<file path="config.mk">
export PLATFORM = sky130hd
export DESIGN_NAME = relay_coil_write_scheduler
export DESIGN_NICKNAME = d
export VERILOG_FILES = /design/src/rtl/rcws_pkg.sv /design/src/rtl/relay_coil_write_scheduler.sv /design/src/rtl/rcws_ram.sv /design/src/rtl/rcws_frame.sv
export SDC_FILE = /design/constraint.sdc
export NUM_CORES = 1
export LEC_CHECK = 0
export BUFFER_PORTS_ARGS = -buffer_cell sky130_fd_sc_hd__clkbuf_2
export CORE_MARGIN = 2
export CORE_UTILIZATION = 55
export DETAILED_ROUTE_END_ITERATION = 10
export HOLD_SLACK_MARGIN = 0.05
export PLACE_DENSITY = 0.73
export SETUP_SLACK_MARGIN = 0.02
export SYNTH_ARGS = -nofsm -noshare
export SYNTH_HDL_FRONTEND = slang
export SYNTH_SLANG_ARGS = --single-unit
</file>
<file path="constraint.sdc">
create_clock -name clk -period 4.7 [get_ports clk]
set_input_delay 0.94 -clock clk [delete_from_list [all_inputs] [get_ports clk]]
set_output_delay 0.94 -clock clk [all_outputs]
set_load 0.01 [all_outputs]
</file>
<file path="src/rtl/rcws_pkg.sv">
// rcws_pkg: shared constants, request struct and frame/CRC helpers for the
// relay coil write scheduler. No dependencies.
`default_nettype none

package rcws_pkg;

  // Default sizes
  localparam int NUM_BOARDS_DEF  = 16;
  localparam int GPIO_BOARDS_DEF = 4;
  localparam int BOARD_W         = 4;
  localparam int MASK_W          = 8;
  localparam int FRAME_LEN       = 10;

  // Request codes
  localparam logic REQ_INVERT = 1'b0;
  localparam logic REQ_POLL   = 1'b1;

  // Status codes
  localparam logic [1:0] ST_NONE      = 2'd0;
  localparam logic [1:0] ST_ACCEPTED  = 2'd1;
  localparam logic [1:0] ST_RANGE_ERR = 2'd2;
  localparam logic [1:0] ST_DATA_ERR  = 2'd3;

  // Frame constants
  localparam logic [7:0]  FUNC_WRITE_COILS = 8'h0F;
  localparam logic [7:0]  ZERO_BYTE        = 8'h00;
  localparam logic [7:0]  COIL_QTY         = 8'h08;
  localparam logic [7:0]  BYTE_COUNT       = 8'h01;
  localparam logic [15:0] CRC_INIT         = 16'hFFFF;
  localparam logic [15:0] CRC_POLY         = 16'hA001;

  // Byte positions in the frame
  localparam logic [3:0] POS_ID     = 4'd0;
  localparam logic [3:0] POS_FUNC   = 4'd1;
  localparam logic [3:0] POS_ADR_HI = 4'd2;
  localparam logic [3:0] POS_ADR_LO = 4'd3;
  localparam logic [3:0] POS_QTY_HI = 4'd4;
  localparam logic [3:0] POS_QTY_LO = 4'd5;
  localparam logic [3:0] POS_COUNT  = 4'd6;
  localparam logic [3:0] POS_MASK   = 4'd7;
  localparam logic [3:0] POS_CRC_HI = 4'd8;
  localparam logic [3:0] POS_CRC_LO = 4'd9;

  // Scan result handed to the frame emitter
  typedef struct packed {
    logic               nomatch;
    logic [BOARD_W-1:0] board;
    logic [MASK_W-1:0]  mask;
    logic [1:0]         status;
  } frame_req_t;

  // One byte of CRC-16/MODBUS, bit-serial over eight narrow steps
  function automatic logic [15:0] crc16_byte(input logic [15:0] crc_in,
                                             input logic [7:0]  data);
    logic [15:0] c;
    c = crc_in ^ {8'h00, data};
    for (int b = 0; b < 8; b++) begin
      c = c[0] ? ((c >> 1) ^ CRC_POLY) : (c >> 1);
    end
    return c;
  endfunction

  // Header and payload bytes of the write-coils frame
  function automatic logic [7:0] frame_byte(input logic [3:0]         pos,
                                            input logic [BOARD_W-1:0] board,
                                            input logic [MASK_W-1:0]  mask);
    logic [7:0] v;
    unique case (pos)
      POS_ID:     v = 8'({4'h0, board}) + 8'd1;
      POS_FUNC:   v = FUNC_WRITE_COILS;
      POS_ADR_HI: v = ZERO_BYTE;
      POS_ADR_LO: v = ZERO_BYTE;
      POS_QTY_HI: v = ZERO_BYTE;
      POS_QTY_LO: v = COIL_QTY;
      POS_COUNT:  v = BYTE_COUNT;
      POS_MASK:   v = mask;
      default:    v = ZERO_BYTE;
    endcase
    return v;
  endfunction

endpackage

`default_nettype wire

</file>
<file path="src/rtl/relay_coil_write_scheduler.sv">
// relay_coil_write_scheduler: top level; reply handling, board scan over the
// state memories, frame emitter. Depends on rcws_pkg, rcws_ram, rcws_frame.
//
//   channel | handshake           | payload
//   --------+---------------------+---------------------------------------------
//   in      | in_valid / in_ready | req_type board_sel invert_mask rx_present
//           |                     | rx_unit_id rx_quantity gpio_inputs
//   out     | out_valid/out_ready | tx_byte byte_valid last status
//
// An invert write is stored on accept. A poll is accepted and then scans up
// to NUM_BOARDS boards, one board read per cycle from the two state RAMs with
// the compare on the registered read data, until one mismatches; it then
// emits ten beats (or one status beat if none does) before input reopens.
// Reset clears per-entry valid bits at once; no clearing pass is needed.
// A stalled output holds in the output register; input is taken again once
// the last beat of a poll is loaded there and the sequencer is back in idle.
`default_nettype none

module relay_coil_write_scheduler #(
  parameter int NUM_BOARDS  = rcws_pkg::NUM_BOARDS_DEF,
  parameter int GPIO_BOARDS = rcws_pkg::GPIO_BOARDS_DEF
) (
  input  wire logic        clk,
  input  wire logic        rst,
  input  wire logic        in_valid,
  output logic             in_ready,
  input  wire logic        req_type,
  input  wire logic [3:0]  board_sel,
  input  wire logic [7:0]  invert_mask,
  input  wire logic        rx_present,
  input  wire logic [7:0]  rx_unit_id,
  input  wire logic [7:0]  rx_quantity,
  input  wire logic [31:0] gpio_inputs,
  output logic             out_valid,
  input  wire logic        out_ready,
  output logic [7:0]       tx_byte,
  output logic             byte_valid,
  output logic             last,
  output logic [1:0]       status
);
  import rcws_pkg::*;

  localparam int AW = (NUM_BOARDS > 1) ? $clog2(NUM_BOARDS) : 1;
  localparam logic [BOARD_W-1:0] LAST_B = BOARD_W'(NUM_BOARDS - 1);
  localparam logic [4:0]         NB5    = 5'(NUM_BOARDS);
  localparam logic [7:0]         NB8    = 8'(NUM_BOARDS);
  localparam logic [4:0]         GB5    = 5'(GPIO_BOARDS);

  typedef enum logic [1:0] {S_IDLE, S_SCAN, S_WAIT} state_t;

  state_t              state;
  logic [MASK_W-1:0]   last_sent_mask;
  logic [BOARD_W-1:0]  scan_start;
  logic [BOARD_W-1:0]  scan_b;
  logic [4:0]          iss_cnt;
  logic                pend;
  logic [BOARD_W-1:0]  pend_b;
  logic                pend_cv;
  logic                pend_iv;
  logic [1:0]          status_q;
  logic [31:0]         gpio_q;
  logic [NUM_BOARDS-1:0] cur_vld;
  logic [NUM_BOARDS-1:0] inv_vld;

  logic                accept;
  logic [7:0]          reply_board;
  logic [1:0]          status_new;
  logic                cur_we;
  logic                inv_we;
  logic [MASK_W-1:0]   cur_q;
  logic [MASK_W-1:0]   inv_q;
  logic [MASK_W-1:0]   cur_d;
  logic [MASK_W-1:0]   gpio_byte;
  logic [MASK_W-1:0]   desired;
  logic                mismatch;
  logic                issue;
  logic                done_none;
  logic                fr_start;
  logic                fr_busy;
  frame_req_t          fr_req;

  assign in_ready = (state == S_IDLE);
  assign accept   = in_valid && in_ready;

  // Reply decode
  assign reply_board = rx_unit_id - 8'd1;
  always_comb begin
    if (!rx_present) begin
      status_new = ST_NONE;
    end else if (rx_quantity != COIL_QTY) begin
      status_new = ST_DATA_ERR;
    end else if (reply_board < NB8) begin
      status_new = ST_ACCEPTED;
    end else begin
      status_new = ST_RANGE_ERR;
    end
  end

  assign cur_we = accept && (req_type == REQ_POLL) && (status_new == ST_ACCEPTED);
  assign inv_we = accept && (req_type == REQ_INVERT) && ({1'b0, board_sel} < NB5);

  // State memories
  rcws_ram #(.WIDTH(MASK_W), .DEPTH(NUM_BOARDS), .AW(AW)) u_cur_ram (
    .clk   (clk),
    .we    (cur_we),
    .waddr (reply_board[AW-1:0]),
    .wdata (last_sent_mask),
    .raddr (scan_b[AW-1:0]),
    .rdata (cur_q)
  );

  rcws_ram #(.WIDTH(MASK_W), .DEPTH(NUM_BOARDS), .AW(AW)) u_inv_ram (
    .clk   (clk),
    .we    (inv_we),
    .waddr (board_sel[AW-1:0]),
    .wdata (invert_mask),
    .raddr (scan_b[AW-1:0]),
    .rdata (inv_q)
  );

  // Compare stage: entries never written read as zero
  assign cur_d     = pend_cv ? cur_q : '0;
  assign gpio_byte = 8'(gpio_q >> {pend_b[1:0], 3'b000});
  assign desired   = (pend_iv ? inv_q : '0)
                   ^ (({1'b0, pend_b} < GB5) ? gpio_byte : '0);
  assign mismatch  = (state == S_SCAN) && pend && (cur_d != desired);
  assign issue     = (state == S_SCAN) && !mismatch && (iss_cnt < NB5);
  assign done_none = (state == S_SCAN) && pend && !mismatch && (iss_cnt == NB5);
  assign fr_start  = mismatch || done_none;

  assign fr_req = '{nomatch: !mismatch, board: pend_b, mask: desired,
                    status: status_q};

  // Sequencer
  always_ff @(posedge clk) begin
    if (rst) begin
      state          <= S_IDLE;
      last_sent_mask <= '0;
      scan_start     <= '0;
      cur_vld        <= '0;
      inv_vld        <= '0;
      pend           <= 1'b0;
      iss_cnt        <= '0;
      scan_b         <= '0;
    end else begin
      if (cur_we) begin
        cur_vld[reply_board[AW-1:0]] <= 1'b1;
      end
      if (inv_we) begin
        inv_vld[board_sel[AW-1:0]] <= 1'b1;
      end
      unique case (state)
        S_IDLE: begin
          if (accept && (req_type == REQ_POLL)) begin
            state    <= S_SCAN;
            status_q <= status_new;
            gpio_q   <= gpio_inputs;
            scan_b   <= scan_start;
            iss_cnt  <= '0;
            pend     <= 1'b0;
          end
        end
        S_SCAN: begin
          pend <= issue;
          if (issue) begin
            pend_b  <= scan_b;
            pend_cv <= cur_vld[scan_b[AW-1:0]];
            pend_iv <= inv_vld[scan_b[AW-1:0]];
            scan_b  <= (scan_b == LAST_B) ? '0 : scan_b + 4'd1;
            iss_cnt <= iss_cnt + 5'd1;
          end
          if (mismatch) begin
            last_sent_mask <= desired;
            scan_start     <= (pend_b == LAST_B) ? '0 : pend_b + 4'd1;
          end
          if (fr_start) begin
            state <= S_WAIT;
          end
        end
        S_WAIT: begin
          if (!fr_busy) begin
            state <= S_IDLE;
          end
        end
        default: state <= S_IDLE;
      endcase
    end
  end

  // Frame emitter
  rcws_frame u_frame (
    .clk        (clk),
    .rst        (rst),
    .start      (fr_start),
    .req        (fr_req),
    .busy       (fr_busy),
    .out_valid  (out_valid),
    .out_ready  (out_ready),
    .tx_byte    (tx_byte),
    .byte_valid (byte_valid),
    .last       (last),
    .status     (status)
  );

endmodule

`default_nettype wire

</file>
<file path="src/rtl/rcws_ram.sv">
// rcws_ram: generic single-write, single-read RAM with registered read data.
// No dependencies.
`default_nettype none

module rcws_ram #(
  parameter int WIDTH = 8,
  parameter int DEPTH = 16,
  parameter int AW    = 4
) (
  input  wire logic             clk,
  input  wire logic             we,
  input  wire logic [AW-1:0]    waddr,
  input  wire logic [WIDTH-1:0] wdata,
  input  wire logic [AW-1:0]    raddr,
  output logic      [WIDTH-1:0] rdata
);

  logic [WIDTH-1:0] mem [DEPTH];

  // Write port
  always_ff @(posedge clk) begin
    if (we) begin
      mem[waddr] <= wdata;
    end
  end

  // Registered read port
  always_ff @(posedge clk) begin
    rdata <= mem[raddr];
  end

endmodule

`default_nettype wire

</file>
<file path="src/rtl/rcws_frame.sv">
// rcws_frame: emits the ten-byte write-coils frame (running CRC) or a single
// status-only beat through an output register. Depends on rcws_pkg.
`default_nettype none

module rcws_frame (
  input  wire logic                clk,
  input  wire logic                rst,
  input  wire logic                start,
  input  wire rcws_pkg::frame_req_t req,
  output logic                     busy,
  output logic                     out_valid,
  input  wire logic                out_ready,
  output logic [7:0]               tx_byte,
  output logic                     byte_valid,
  output logic                     last,
  output logic [1:0]               status
);
  import rcws_pkg::*;

  frame_req_t  req_q;
  logic [3:0]  pos;
  logic [15:0] crc;
  logic        out_free;
  logic        load;
  logic [7:0]  cur_byte;

  assign out_free = !out_valid || out_ready;
  assign load     = !start && busy && out_free;

  // Byte for the current position
  always_comb begin
    if (pos == POS_CRC_HI) begin
      cur_byte = crc[15:8];
    end else if (pos == POS_CRC_LO) begin
      cur_byte = crc[7:0];
    end else begin
      cur_byte = frame_byte(pos, req_q.board, req_q.mask);
    end
  end

  // Sequencer and output register
  always_ff @(posedge clk) begin
    if (rst) begin
      busy      <= 1'b0;
      out_valid <= 1'b0;
      pos       <= '0;
      crc       <= CRC_INIT;
    end else begin
      // Output beat held until taken, reloaded when free
      if (load) begin
        out_valid <= 1'b1;
      end else if (out_ready) begin
        out_valid <= 1'b0;
      end
      if (start) begin
        busy  <= 1'b1;
        req_q <= req;
        pos   <= '0;
        crc   <= CRC_INIT;
      end else if (load) begin
        status <= req_q.status;
        if (req_q.nomatch) begin
          tx_byte    <= ZERO_BYTE;
          byte_valid <= 1'b0;
          last       <= 1'b1;
          busy       <= 1'b0;
        end else begin
          tx_byte    <= cur_byte;
          byte_valid <= 1'b1;
          last       <= (pos == POS_CRC_LO);
          pos        <= pos + 4'd1;
          if (pos <= POS_MASK) begin
            crc <= crc16_byte(crc, cur_byte);
          end
          if (pos == POS_CRC_LO) begin
            busy <= 1'b0;
          end
        end
      end
    end
  end

endmodule

`default_nettype wire
</file>
After elaboration in Yosys (flattened, before gate mapping)
Memories as Yosys holds them, arrays and structs flattened. A register that Yosys moved wholly into a read port is not among the register bits.
Cells that the tools add are included.
- $add $sub $neg: 6
- magnitude comparators: 9
- equal/unequal tests: 18
- shift-type cells: 1
- mux-type cells: 50
- bitwise operators: 16
- reductions and logical operators: 37
- operators with widths (operator ; number):
    2-to-1 mux 16 bit ; 8
    2-to-1 mux 8 bit ; 5
    one-hot mux 8 bit (5 select lines) ; 1
    bitwise OR 16 bit ; 2
    right shift 32 x 5 -> 8 bit ; 1
    NOT 2 -> 3 bit ; 8
    AND reduction 3 bit ; 6
    equality test 4 bit (second input constant) ; 4
    2-to-1 mux 1 bit ; 16
    2-to-1 mux 4 bit ; 4
    XOR 16 x 8 -> 16 bit ; 1
    less-than comparator 4 x 5 -> 1 bit (second input constant) ; 3
    logical AND 1 bit ; 14
    adder 4 x 1 -> 4 bit (second input constant) ; 3
    equality test 4 x 3 -> 1 bit (second input constant) ; 3
    2-to-1 mux 2 bit ; 6
    2-to-1 mux 5 bit ; 2
    one-hot mux 5 bit (2 select lines) ; 1
    AND reduction 2 bit ; 5
    binary-select mux 1 bit (select 4 bit) ; 2
    demux 1 bit (select 4 bit) ; 2
    greater-or-equal comparator 4 x 1 -> 1 bit (second input constant) ; 2
    less-than comparator 8 x 5 -> 1 bit (second input constant) ; 1
    != test 8 x 4 -> 1 bit (second input constant) ; 1
    other kinds (25) ; 36
- bits in registers: 145
- bits in writable memories: 256
- word-level logic and storage cells: 164
- memories: 2
- memory list (name ; words ; bits a word ; read ports ; clocked after memory_dff ; write ports ; line ; text):
    u_cur_ram.mem ; 16 ; 8 ; 1 ; 1 ; 1 ; rcws_ram.sv:18 ; logic [WIDTH-1:0] mem [DEPTH];
    u_inv_ram.mem ; 16 ; 8 ; 1 ; 1 ; 1 ; rcws_ram.sv:18 ;

Depth between registers and ports, before layout
Gate-level depths: netlist of the first run.
- depth in word-level cells: 21
- gate-level depth with buffers: 12

Hierarchy
A second synthesis of the first run with hierarchy kept.
- cells, all modules: 1114
- area total of the unflattened synthesis: 17256.6 um^2
- modules (own cells, without submodules) (module ; times used ; cells an instance ; area each (um^2) ; sequential area each (um^2)):
    rcws_ram ; 2 ; 229 ; 5147.4 ; 4003.8
    relay_coil_write_scheduler ; 1 ; 423 ; 4534.3 ; 2322.2
    rcws_frame ; 1 ; 233 ; 2427.3 ; 1251.2

Least setup slack after synthesis of the first run
No wires, ideal clock.
- path type: input to register
- from: input rx_unit_id[1]
- to: memory u_cur_ram.mem[15][0], enable pin
- setup time: 0.386 ns
- data arrival time: 3.461 ns
- path slack: 0.853 ns
- stages on the path: 7
- path through: or4_1 -> xnor2_1 -> or4_1 -> or2_2 -> nor3_1 -> nand2_1 -> nor3_1
- cells in the longest elaborated chain, start to end: 9
- RTL lines (what ; line ; text):
    start, declared ; relay_coil_write_scheduler.sv:31 ; input wire logic [7:0] rx_unit_id,
    subtractor 8 x 1 -> 8 bit * ; relay_coil_write_scheduler.sv:86 ; assign reply_board = rx_unit_id - 8'd1;
    less-than comparator 8 x 5 -> 1 bit ; relay_coil_write_scheduler.sv:92 ; end else if (reply_board < NB8) begin
    2-to-1 mux 2 bit ; relay_coil_write_scheduler.sv:92 ;
    2-to-1 mux 2 bit ; relay_coil_write_scheduler.sv:90 ; end else if (rx_quantity != COIL_QTY) begin
    2-to-1 mux 2 bit ; relay_coil_write_scheduler.sv:88 ; if (!rx_present) begin
    equality test 2 x 1 -> 1 bit ; relay_coil_write_scheduler.sv:99 ; assign cur_we = accept && (req_type == REQ_POLL) && (status_new == ST_ACCEPTED);
    logical AND 1 bit ; relay_coil_write_scheduler.sv:99 ;
    2-to-1 mux 1 bit ; rcws_ram.sv:22 ; if (we) begin
    2-to-1 mux 1 bit (not written as such) ; rcws_ram.sv:23 ; mem[waddr] <= wdata;
    end, declared ; rcws_ram.sv:18 ;
Every way passes the cells marked *; elsewhere a longest branch is shown, timed or not.

Final worst setup path of the first run
- from: register pend_b[0]
- to: register u_frame.crc[0]
- cells in the longest elaborated chain, start to end: 13
- elaborated cells between the ends (all ways): 15
- RTL lines (what ; line ; text):
    start, declared ; relay_coil_write_scheduler.sv:57 ; logic [BOARD_W-1:0] pend_b;
    start signal, assigned ; relay_coil_write_scheduler.sv:166 ; pend_b <= scan_b;
    right shift 32 x 5 -> 8 bit or less-than comparator 4 x 3 -> 1 bit (tied branches) ; relay_coil_write_scheduler.sv:123, relay_coil_write_scheduler.sv:125 ;
    2-to-1 mux 8 bit * ; relay_coil_write_scheduler.sv:125 ; ^ (({1'b0, pend_b} < GB5) ? gpio_byte : '0);
    XOR 8 bit * ; relay_coil_write_scheduler.sv:125 ;
    via desired[6] ; relay_coil_write_scheduler.sv:74 ; logic [MASK_W-1:0] desired;
    != test 8 bit * ; relay_coil_write_scheduler.sv:126 ; assign mismatch = (state == S_SCAN) && pend && (cur_d != desired);
    logical AND 1 bit * ; relay_coil_write_scheduler.sv:126 ;
    zero test 1 bit ; relay_coil_write_scheduler.sv:128 ; assign done_none = (state == S_SCAN) && pend && !mismatch && (iss_cnt == NB5);
    logical AND 1 bit (2 in a row) ; relay_coil_write_scheduler.sv:128 ;
    logical OR 1 bit * ; relay_coil_write_scheduler.sv:129 ; assign fr_start = mismatch || done_none;
    zero test 1 bit ; rcws_frame.sv:28 ; assign load = !start && busy && out_free;
    logical AND 1 bit (2 in a row) ; rcws_frame.sv:28 ;
    AND reduction 3 bit (no source line) ; -- ;
    end signal, assigned ; rcws_frame.sv:73 ; crc <= crc16_byte(crc, cur_byte);
    end, declared ; rcws_frame.sv:22 ; logic [15:0] crc;
Mark *: on every way through the listed nets, which the timed path passes. The rest lies on a longest branch.
A chain may end at the register's enable or synchronous reset.

==> results of run 1 <==
## cell usage in the layout, fill, tap and decap left out, drive strengths merged, types with 16 or more instances in the layout
cell type | Yosys | routed
inv | 21 | 25
nor2 | 133 | 133
edfxtp | 323 | 323
dfxtp | 94 | 94
clkbuf | 32 | 141
a21oi | 23 | 23
xor2 | 18 | 18
nand2 | 37 | 37
buf | 15 | 31
mux4 | 98 | 98
xnor2 | 16 | 16
## registers in the layout, indices dropped and copies added (netlist names), 2 cells and up
register / cells
u_cur_ram.rdata: 8
u_frame.crc: 16
gpio_q: 32
u_frame.tx_byte: 8
cur_vld: 16
status_q: 2
u_frame.status: 2
scan_start: 4
u_frame.pos: 4
last_sent_mask: 8
u_cur_ram.mem: 128
state: 2
pend_b: 4
u_frame.req_q: 15
scan_b: 4
inv_vld: 16
u_inv_ram.rdata: 8
u_inv_ram.mem: 128
iss_cnt: 5
## through the flow
step                instance area, µm²  total power, mW  setup slack, ns  utilization [%]  hold WS [ns]
detailed placement               17520            4.326           0.8217            59.12        0.4045
CTS                              18920            7.642           0.7681            63.84        0.4188
global placement                 17520            4.319           0.8567            59.12        0.4022
global route                     18920            7.805           0.5168            63.84        0.4268
floorplan                        16580            4.225           0.8531                -        0.4003
finish                           18920            7.595           0.8057            63.84        0.4182
## kinds of logic (layout without fill, tap and decap cells)
kind of cell / after synthesis / after routing / synth area share [%]
flops: 417 / 417 / 69.87
xor+xnor: 37 / 37 / 2.249
fa+ha+maj: 9 / 9 / 0.6794
simple gates: 251 / 251 / 7.065
compound gates: 96 / 96 / 4.318
mux: 111 / 111 / 14.13
buf+inv: 68 / 210 / 1.691
## power groups by stage
stage / combinational [mW] / sequential, mW / clock (mW)
after floorplan: 0.154 / 4.07 / 0
after global placement: 0.230 / 4.09 / 0
after detailed placement: 0.236 / 4.09 / 0
after CTS: 0.238 / 4.01 / 3.39
after global routing: 0.258 / 4.01 / 3.53
final: 0.236 / 4.01 / 3.35
## worst max-delay path by stage
stage / from / endpoint / depth (start not counted)
finish: pend_b[0]$_DFFE_PP_ / u_frame.crc[0]$_SDFFE_PP1P_ / 11
global route: pend_b[0]$_DFFE_PP_ / u_frame.crc[0]$_SDFFE_PP1P_ / 11
floorplan: rx_unit_id[1] / u_cur_ram.mem[15][0]$_DFFE_PP_ / 7
detailed placement: pend_b[0]$_DFFE_PP_ / u_frame.crc[0]$_SDFFE_PP1P_ / 11
CTS: pend_b[0]$_DFFE_PP_ / u_frame.crc[0]$_SDFFE_PP1P_ / 11
global placement: pend_b[0]$_DFFE_PP_ / u_frame.crc[0]$_SDFFE_PP1P_ / 11
## metal layers
| layer | wire length (µm) | vias to the layer above | global-route usage, % |
|---|---|---|---|
| li1 | - | 4049 | - |
| met1 | 14750 | 4576 | 32.48 |
| met2 | 16640 | 351 | 36.00 |
| met3 | 2296 | 49 | 3.492 |
| met4 | 825 | 0 | 6.796 |
| met5 | 0 | - | 0 |
## cell type report
| class | count | area share (%) |
|---|---|---|
| multi-input combinational | 504 | 24.98 |
| timing repair buffer | 110 | 3.386 |
| clock inverter | 17 | 0.9523 |
| inverter | 21 | 0.4166 |
| tap | 390 | 2.579 |
| clock buffer | 62 | 6.434 |
| sequential | 417 | 61.25 |
## Yosys cell counts (4+ instances only)
cell / count
nand2_1: 36
xnor2_1: 16
edfxtp_1: 323
buf_2: 5
inv_1: 21
a221oi_1: 4
a21oi_1: 23
nor2_1: 133
nand4_1: 4
o21ba_2: 5
dfxtp_1: 94
nor2b_1: 6
o31ai_1: 4
o21ai_0: 11
mux2i_1: 12
a211oi_1: 5
clkbuf_1: 31
nor3b_1: 5
nand2b_1: 8
nand3_1: 13
mux4_2: 97
and3_1: 4
nor3_1: 12
nand3b_1: 7
xor2_1: 17
a211o_1: 15
ha_1: 9
buf_1: 8
==> results.ini, run 1 <==
[yosys]
yosysTopAreaCell=edfxtp_1
synth_top_cell_area_share_pct=58.51
netlist_top_cells_area=edfxtp_1, mux4_2, dfxtp_1
yosys.cell_types.count=69
synth_edf_count=323
avgSynthCellArea_um2=16.76
synth_flop_cell=edfxtp_1
synthArstFlopShare_pct=0
synthCells=989
syn_area_mm2=0.01658
syn_nets=1064
ys_seq_elements=417
yosys_warnings=0
seq_area_frac_synth_pct=69.87

[drt]
drc=0
drt_iter0_markers=828
via_count=9025
post_drt_wl_per_cell_um=22.69
antenna_left=0
avgViaCountPerCell=5.934
routed_wl_um=34510
dr.pass1.iters=5

[sta]
min_period_ns=3.894
max_freq_mhz=256.8
worst_pin_slew_ns=1.008
tns_ns=0
finalHoldViolations=0
drv_slew=0
fin_crit_sh_pct=82.86
maxSlewHeadroom_pct=32.64
setup_viol=0
skew_ns=0.01496
rsz0062_at_grt=no

[clocking]
cts_buffer_depth=3
hold_buffers=0
cts_resized=0
cts_setup_buffers=0
cts_htree_levels=2
cts_root_buf=clkbuf_16
clk_pin_slew_worst_paths_ns=0.06
clkSinkCount=417
cts_tree=yes
insertion_delay_ns=0.55
cts-buffers-inserted=43

[global_routing]
grt_pass1_vias=8829
grt_max_degree=62
gr-total-overflow=0
antenna_found_initial=0
grt_util_all_layers_pct=22.56
grt_first_pass_wirelength_um=52840

[worst_setup_path]
rrSetupSlack_ns=0.81
crit_top_cell=buf_4
worst-path-max-fanout=14
path_buf_inv=2
critPathMaxStageDelay_ns=0.75
path_delay_family=simple AND/OR/NAND/NOR gates
ff2ff_path_depth=11
reg2reg_from=pend_b[0]$_DFFE_PP_
rr_endpoint=u_frame.crc[0]$_SDFFE_PP1P_
slowest_stage=edfxtp_1
setup.worst_path.end_class=flop
critPathKind=flop to flop
start_kind=flop
required_ns=5.12
crit_arrival_ns=4.32
cp_cell_sequence=mux4_2 > nand2_2 > xor2_2 > or4b_1 > a32o_2 > o31ai_4 > buf_4 > nand2b_1 > buf_4 > nor4_1 > a211oi_1

[die]
die_h_um=177.6
rows=63
initial_core_util_pct=55.93
top_level_ports=80
coreArea_mm2=0.02964
die_w_um=177.6
dieArea_mm2=0.03154

[job]
maxCapViolations=0

[cells_and_area]
area_delta_synth_final_pct=14.15
fillCellCount=2073
seq_area_mm2=0.01159
final_cells=1521
antenna_cells=0
drive_above_1_share_pct=25.64
multi_input_area_mm2=0.004727
final_nets=1172

[power_and_ir_drop]
p_switching_mw=1.533
p_sw_share_pct=20.19
pwr-share-seq_pct=52.8
peakVddDrop_uv=329.2
power.density_mw_per_mm2=401.4
p_comb_share_pct=3.1
clkPwrFrac_pct=44.1
p_int_mw=6.061
power_leakage_nw=6.429

[min_path]
whs_endpoint=u_frame.status[0]$_DFFE_PP_
min_from=u_frame.req_q[0]$_DFFE_PP_
hold_depth=0
hold_class=flop to flop

[run_status]
status=finished, final reports clean

[placement]
hpwl_um=23010
dp_cells=1442
gp_congestion=0.8761
portBuffers=79

Note: power is estimated with default switching activity, not from simulation.
==> run 2: changes to the inputs <==
PLACE_DENSITY = 0.75   (was 0.73)
clock period = 3.48 ns   (was 4.7 ns; I/O delays follow)
==> run 2 against run 1 <==
Final cell count grew 2.5%. Count of clock-buffer cells in the layout shrank 7. Die area is the same. Worst hold slack lost 0.094 ns. Critical path depth is the same. Highest routed layer unchanged. Routed wire length grew 0.83%. Maximum frequency grew 17%. Critical path type unchanged. Combinational power grew 47%. Clock power grew 27%. Register-to-register slack lost 0.65 ns. Critical endpoint is now u_frame.crc[14]$_SDFFE_PP1P_. Sequential cell count is the same.
==> results.ini, run 2 (synthesis gave the netlist of run 1 again) <==
[global_routing]
grt_util_all_layers_pct=22.69
antenna_found_initial=0
grt_pass1_vias=9340
grt_max_degree=52
grt_first_pass_wirelength_um=53300
gr-total-overflow=0

[worst_setup_path]
path_delay_family=compound AO/OA/AOI/OAI gates
ff2ff_path_depth=11
slowest_stage=mux4_2
rr_endpoint=u_frame.crc[14]$_SDFFE_PP1P_
required_ns=3.91
worstSetupPathDepth=11
reg2reg_from=pend_b[0]$_DFFE_PP_
path_buf_inv=3
crit_top_cell=buf_4
worst-path-max-fanout=14
start_kind=flop
rrSetupSlack_ns=0.16
critPathKind=flop to flop
critPathMaxStageDelay_ns=0.54
worstSetupEndpoint=u_frame.crc[14]$_SDFFE_PP1P_
crit_start=pend_b[0]$_DFFE_PP_
crit_arrival_ns=3.76
setup.worst_path.end_class=flop
cp_cell_sequence=buf_4 > mux4_2 > nand2_2 > xor2_2 > or4b_1 > a32o_2 > o31ai_4 > buf_4 > nand3b_4 > buf_12 > a211o_1

[clocking]
clk_pin_slew_worst_paths_ns=0.06
cts-buffers-inserted=42
cts_root_buf=clkbuf_16
cts_buffer_depth=3
cts_tree=yes
insertion_delay_ns=0.55
hold_buffers=0
cts_htree_levels=2
clkSinkCount=417

[drt]
avgViaCountPerCell=5.924
routed_wl_um=34790
drt_iter0_markers=830
drc=0
dr.pass1.iters=7
via_count=9236
post_drt_wl_per_cell_um=22.32
antenna_left=0

[cells_and_area]
drive_above_1_share_pct=28.06
post-route-cell-area_mm2=0.01918
area_delta_synth_final_pct=15.69
layout_commonest_cell=edfxtp_1
final_cells=1559
fillCellCount=2064
top_regs=u_cur_ram.mem: 128 flops, u_inv_ram.mem: 128 flops, gpio_q: 32 flops
final_cell_mix=edfxtp_1, nor2_1, mux4_2, dfxtp_1, clkbuf_2
antenna_cells=0
final_nets=1210

[placement]
post-place-ws_ns=-0.009613
gp_congestion=0.8411
hpwl_um=22870
portBuffers=79
post_dp_cell_area_mm2=0.01781
dp_cells=1478

[die]
rows=63
initial_core_util_pct=55.93
top_level_ports=80
die_h_um=177.6
die_w_um=177.6
coreArea_mm2=0.02964
dieArea_mm2=0.03154

[sta]
max_freq_mhz=300.8
fin_crit_sh_pct=95.54
setup_ws_ns=0.1554
finalHoldViolations=0
min_period_ns=3.325
maxSlewHeadroom_pct=32.89
rsz0062_at_grt=no
drv_slew=0
setup_viol=0
hold_slack_ns=0.3238
worst_pin_slew_ns=1.005
skew_ns=0.01593

[job]
maxCapViolations=0

[power_and_ir_drop]
power.density_mw_per_mm2=521.6
power_leakage_nw=6.602
total_power_mw=10.00
peakVddDrop_uv=381.0

[min_path]
min_from=gpio_inputs[9]
hold_class=input port to flop

[run_status]
status=finished, final reports clean

## run 2: cell count changes in the layout (fill, tap and decap cells not counted), moves of 2 or more
cell       change
clkbuf_1       -2
inv_6          -3
buf_12         +2
clkinv_2       +6
clkbuf_8       -4
clkinv_1       +4
bufinv_16      -2
buf_4         +36
inv_16         +2
## run 2: timing repair
item	CTS	global route
setup endpoints to repair	0	16
resized for setup	0	2
buffers inserted	0	2
## run 2: routing by layer
layer / vias to the layer above / GRT usage (%) / wire length, µm
met5: - / 0 / 0
met4: 0 / 7.958 / 1054
met3: 65 / 4.670 / 2674
met2: 362 / 37.06 / 16960
met1: 4683 / 30.62 / 14100
li1: 4126 / - / -
## run 2: worst min path at each step
stage,depth (start not counted),slack (ns),endpoint
after floorplan,0,0.40,u_frame.req_q[0]$_DFFE_PP_
after global placement,0,0.40,u_frame.status[0]$_DFFE_PP_
after detailed placement,0,0.41,u_frame.status[0]$_DFFE_PP_
after CTS,1,0.30,gpio_q[9]$_DFFE_PP_
after global routing,1,0.31,gpio_q[21]$_DFFE_PP_
final,1,0.32,gpio_q[9]$_DFFE_PP_
## run 2: report_power, final
group | internal [mW] | leakage, nW | switching, mW
Sequential | 5.38 | 3.71 | 0.0320
Combinational | 0.158 | 2.25 | 0.191
Clock | 2.40 | 0.646 | 1.85
## run 2: layout make-up
class	instances	area, µm²	area share [%]
clock buffers	55	1130	5.892
clock inverters	23	178.9	0.9330
inverters	21	78.83	0.4110
multi-input cells	505	4762	24.83
flip-flops and latches	417	11590	60.43
well taps	390	488.0	2.545
repair buffers	148	950.9	4.959
## run 2: metrics by stage
stage	TNS [ns]	util, %
2_1_floorplan	0	-
3_3_place_gp	-0.1500	60.10
3_5_place_dp	-0.1138	60.10
4_1_cts	0	64.52
5_1_grt	0	64.70
6_report	0	64.70
==> run 3: changes to the inputs <==
CORE_ASPECT_RATIO = 0.9   (was not set)
==> run 3 against run 2 <==
Utilization hardly changed. Largest power group unchanged. Total power hardly changed. Combinational power is 3% higher. Die area hardly changed. Register-to-register slack worse by 0.04 ns. Sequential share of layout area is 0.34 points lower. Via count is 0.23% higher. Setup slack worse by 0.044 ns. Design area is 0.57% higher. Critical path depth stayed put. Critical path type unchanged.
==> results.ini, run 3 (synthesis gave the netlist of run 1 again) <==
[run_status]
status=finished, final reports clean

[worst_setup_path]
slowest_stage=mux4_2
path_buf_inv=3
start_kind=flop
worstSetupPathDepth=11
path_delay_family=compound AO/OA/AOI/OAI gates
critPathMaxStageDelay_ns=0.55
ff2ff_path_depth=11
reg2reg_from=pend_b[0]$_DFFE_PP_
cp_cell_sequence=buf_12 > mux4_2 > nand2_4 > xor2_4 > or4b_1 > a32o_2 > o31ai_4 > buf_6 > nand3b_4 > buf_8 > a211o_1
worstSetupEndpoint=u_frame.crc[12]$_SDFFE_PP1P_
crit_start=pend_b[0]$_DFFE_PP_
rrSetupSlack_ns=0.11
crit_arrival_ns=3.80
required_ns=3.91
worst-path-max-fanout=12
setup.worst_path.end_class=flop
rr_endpoint=u_frame.crc[12]$_SDFFE_PP1P_
critPathKind=flop to flop

[die]
coreArea_mm2=0.02980
rows=60
die_w_um=187.0
dieArea_mm2=0.03155
die_h_um=168.7
top_level_ports=80
initial_core_util_pct=55.62

[clocking]
clkSinkCount=417
cts_root_buf=clkbuf_16
hold_buffers=0
cts_htree_levels=2
cts-buffers-inserted=40
clk_pin_slew_worst_paths_ns=0.07
insertion_delay_ns=0.54
cts_buffer_depth=3
cts_tree=yes

[global_routing]
grt_pass1_vias=9079
grt_util_all_layers_pct=22.56
grt_max_degree=41
grt_first_pass_wirelength_um=53710
gr-total-overflow=0
antenna_found_initial=0

[cells_and_area]
top_regs=u_cur_ram.mem: 128 flops, u_inv_ram.mem: 128 flops, gpio_q: 32 flops
drive_above_1_share_pct=28.25
final_cell_mix=edfxtp_1, nor2_1, mux4_2, dfxtp_1, clkbuf_2
fillCellCount=2064
final_cells=1571
seq_area_mm2=0.01159
antenna_cells=0
area_delta_synth_final_pct=16.35
multi_input_area_mm2=0.004772
layout_commonest_cell=edfxtp_1
final_nets=1211

[min_path]
hold_class=input port to flop
min_from=gpio_inputs[16]

[power_and_ir_drop]
peakVddDrop_uv=324.0
power.density_mw_per_mm2=518.7
power_leakage_nw=6.617
total_power_mw=10.00

[sta]
min_period_ns=3.369
setup_ws_ns=0.1113
rsz0062_at_grt=yes
max_freq_mhz=296.9
fin_crit_sh_pct=96.80
maxSlewHeadroom_pct=37.54
drv_slew=0
setup_viol=0
skew_ns=0.01349
finalHoldViolations=0
worst_pin_slew_ns=0.9335

[job]
maxCapViolations=0

[placement]
dp_cells=1486
portBuffers=79
hpwl_um=22780
post-place-ws_ns=-0.01988
gp_congestion=0.8729

[drt]
via_count=9257
drt_iter0_markers=946
routed_wl_um=35140
dr.pass1.iters=7
avgViaCountPerCell=5.892
post_drt_wl_per_cell_um=22.37
drc=0
antenna_left=0

run 3: changes by cell type in the layout (fill, tap and decap cells not counted), sizes merged:
| cell | before | now |
|---|---|---|
| clkinv | 18 | 13 |
| inv | 24 | 21 |
| buf | 69 | 71 |
| bufinv | 1 | 3 |
| clkinvlp | 1 | 3 |
| clkbuf | 134 | 135 |
run 3: worst min path at each step:
stage,slack [ns],end,cells after the start
after floorplan,0.40,u_frame.req_q[0]$_DFFE_PP_,0
after global placement,0.41,u_frame.status[1]$_DFFE_PP_,0
after detailed placement,0.40,u_frame.req_q[0]$_DFFE_PP_,0
after CTS,0.32,gpio_q[24]$_DFFE_PP_,1
after global routing,0.31,gpio_q[17]$_DFFE_PP_,1
final,0.33,gpio_q[16]$_DFFE_PP_,1
run 3: final cells by class:
cell class | instances | area share, %
flip-flops and latches | 417 | 60.09
multi-input cells | 505 | 24.74
clock buffers | 55 | 5.638
repair buffers | 151 | 5.430
well taps | 403 | 2.615
clock inverters | 19 | 1.077
inverters | 21 | 0.4087
run 3: metal layers:
layer | global-route usage, % | up-vias | routed length [µm]
li1 | - | 4135 | -
met4 | 6.384 | 0 | 804
met1 | 32.31 | 4679 | 15070
met5 | 0 | - | 0
met2 | 36.42 | 375 | 16920
met3 | 3.753 | 68 | 2349
run 3: repair_timing:
action | 4_1_cts | 5_1_grt
endpoints found under the setup margin | 0 | 31
hold endpoints to repair | 0 | 0
resized for setup | 0 | 9
setup buffers | 0 | 9
run 3: per-stage QoR:
step | setup TNS [ns] | utilization, % | area (µm²) | hold WS (ns)
detailed placement | -0.1570 | 59.82 | 17830 | 0.4045
global placement | 0 | 59.82 | 17830 | 0.4061
CTS | 0 | 64.17 | 19120 | 0.3176
global route | 0 | 64.71 | 19290 | 0.3124
floorplan | 0 | - | 16590 | 0.4003
finish | 0 | 64.71 | 19290 | 0.3316
run 3: report_power, final:
group | switching (mW) | total [mW] | internal [mW]
clock | 1.80 | 4.24 | 2.43
sequential | 0.0314 | 5.41 | 5.38
combinational | 0.195 | 0.359 | 0.164
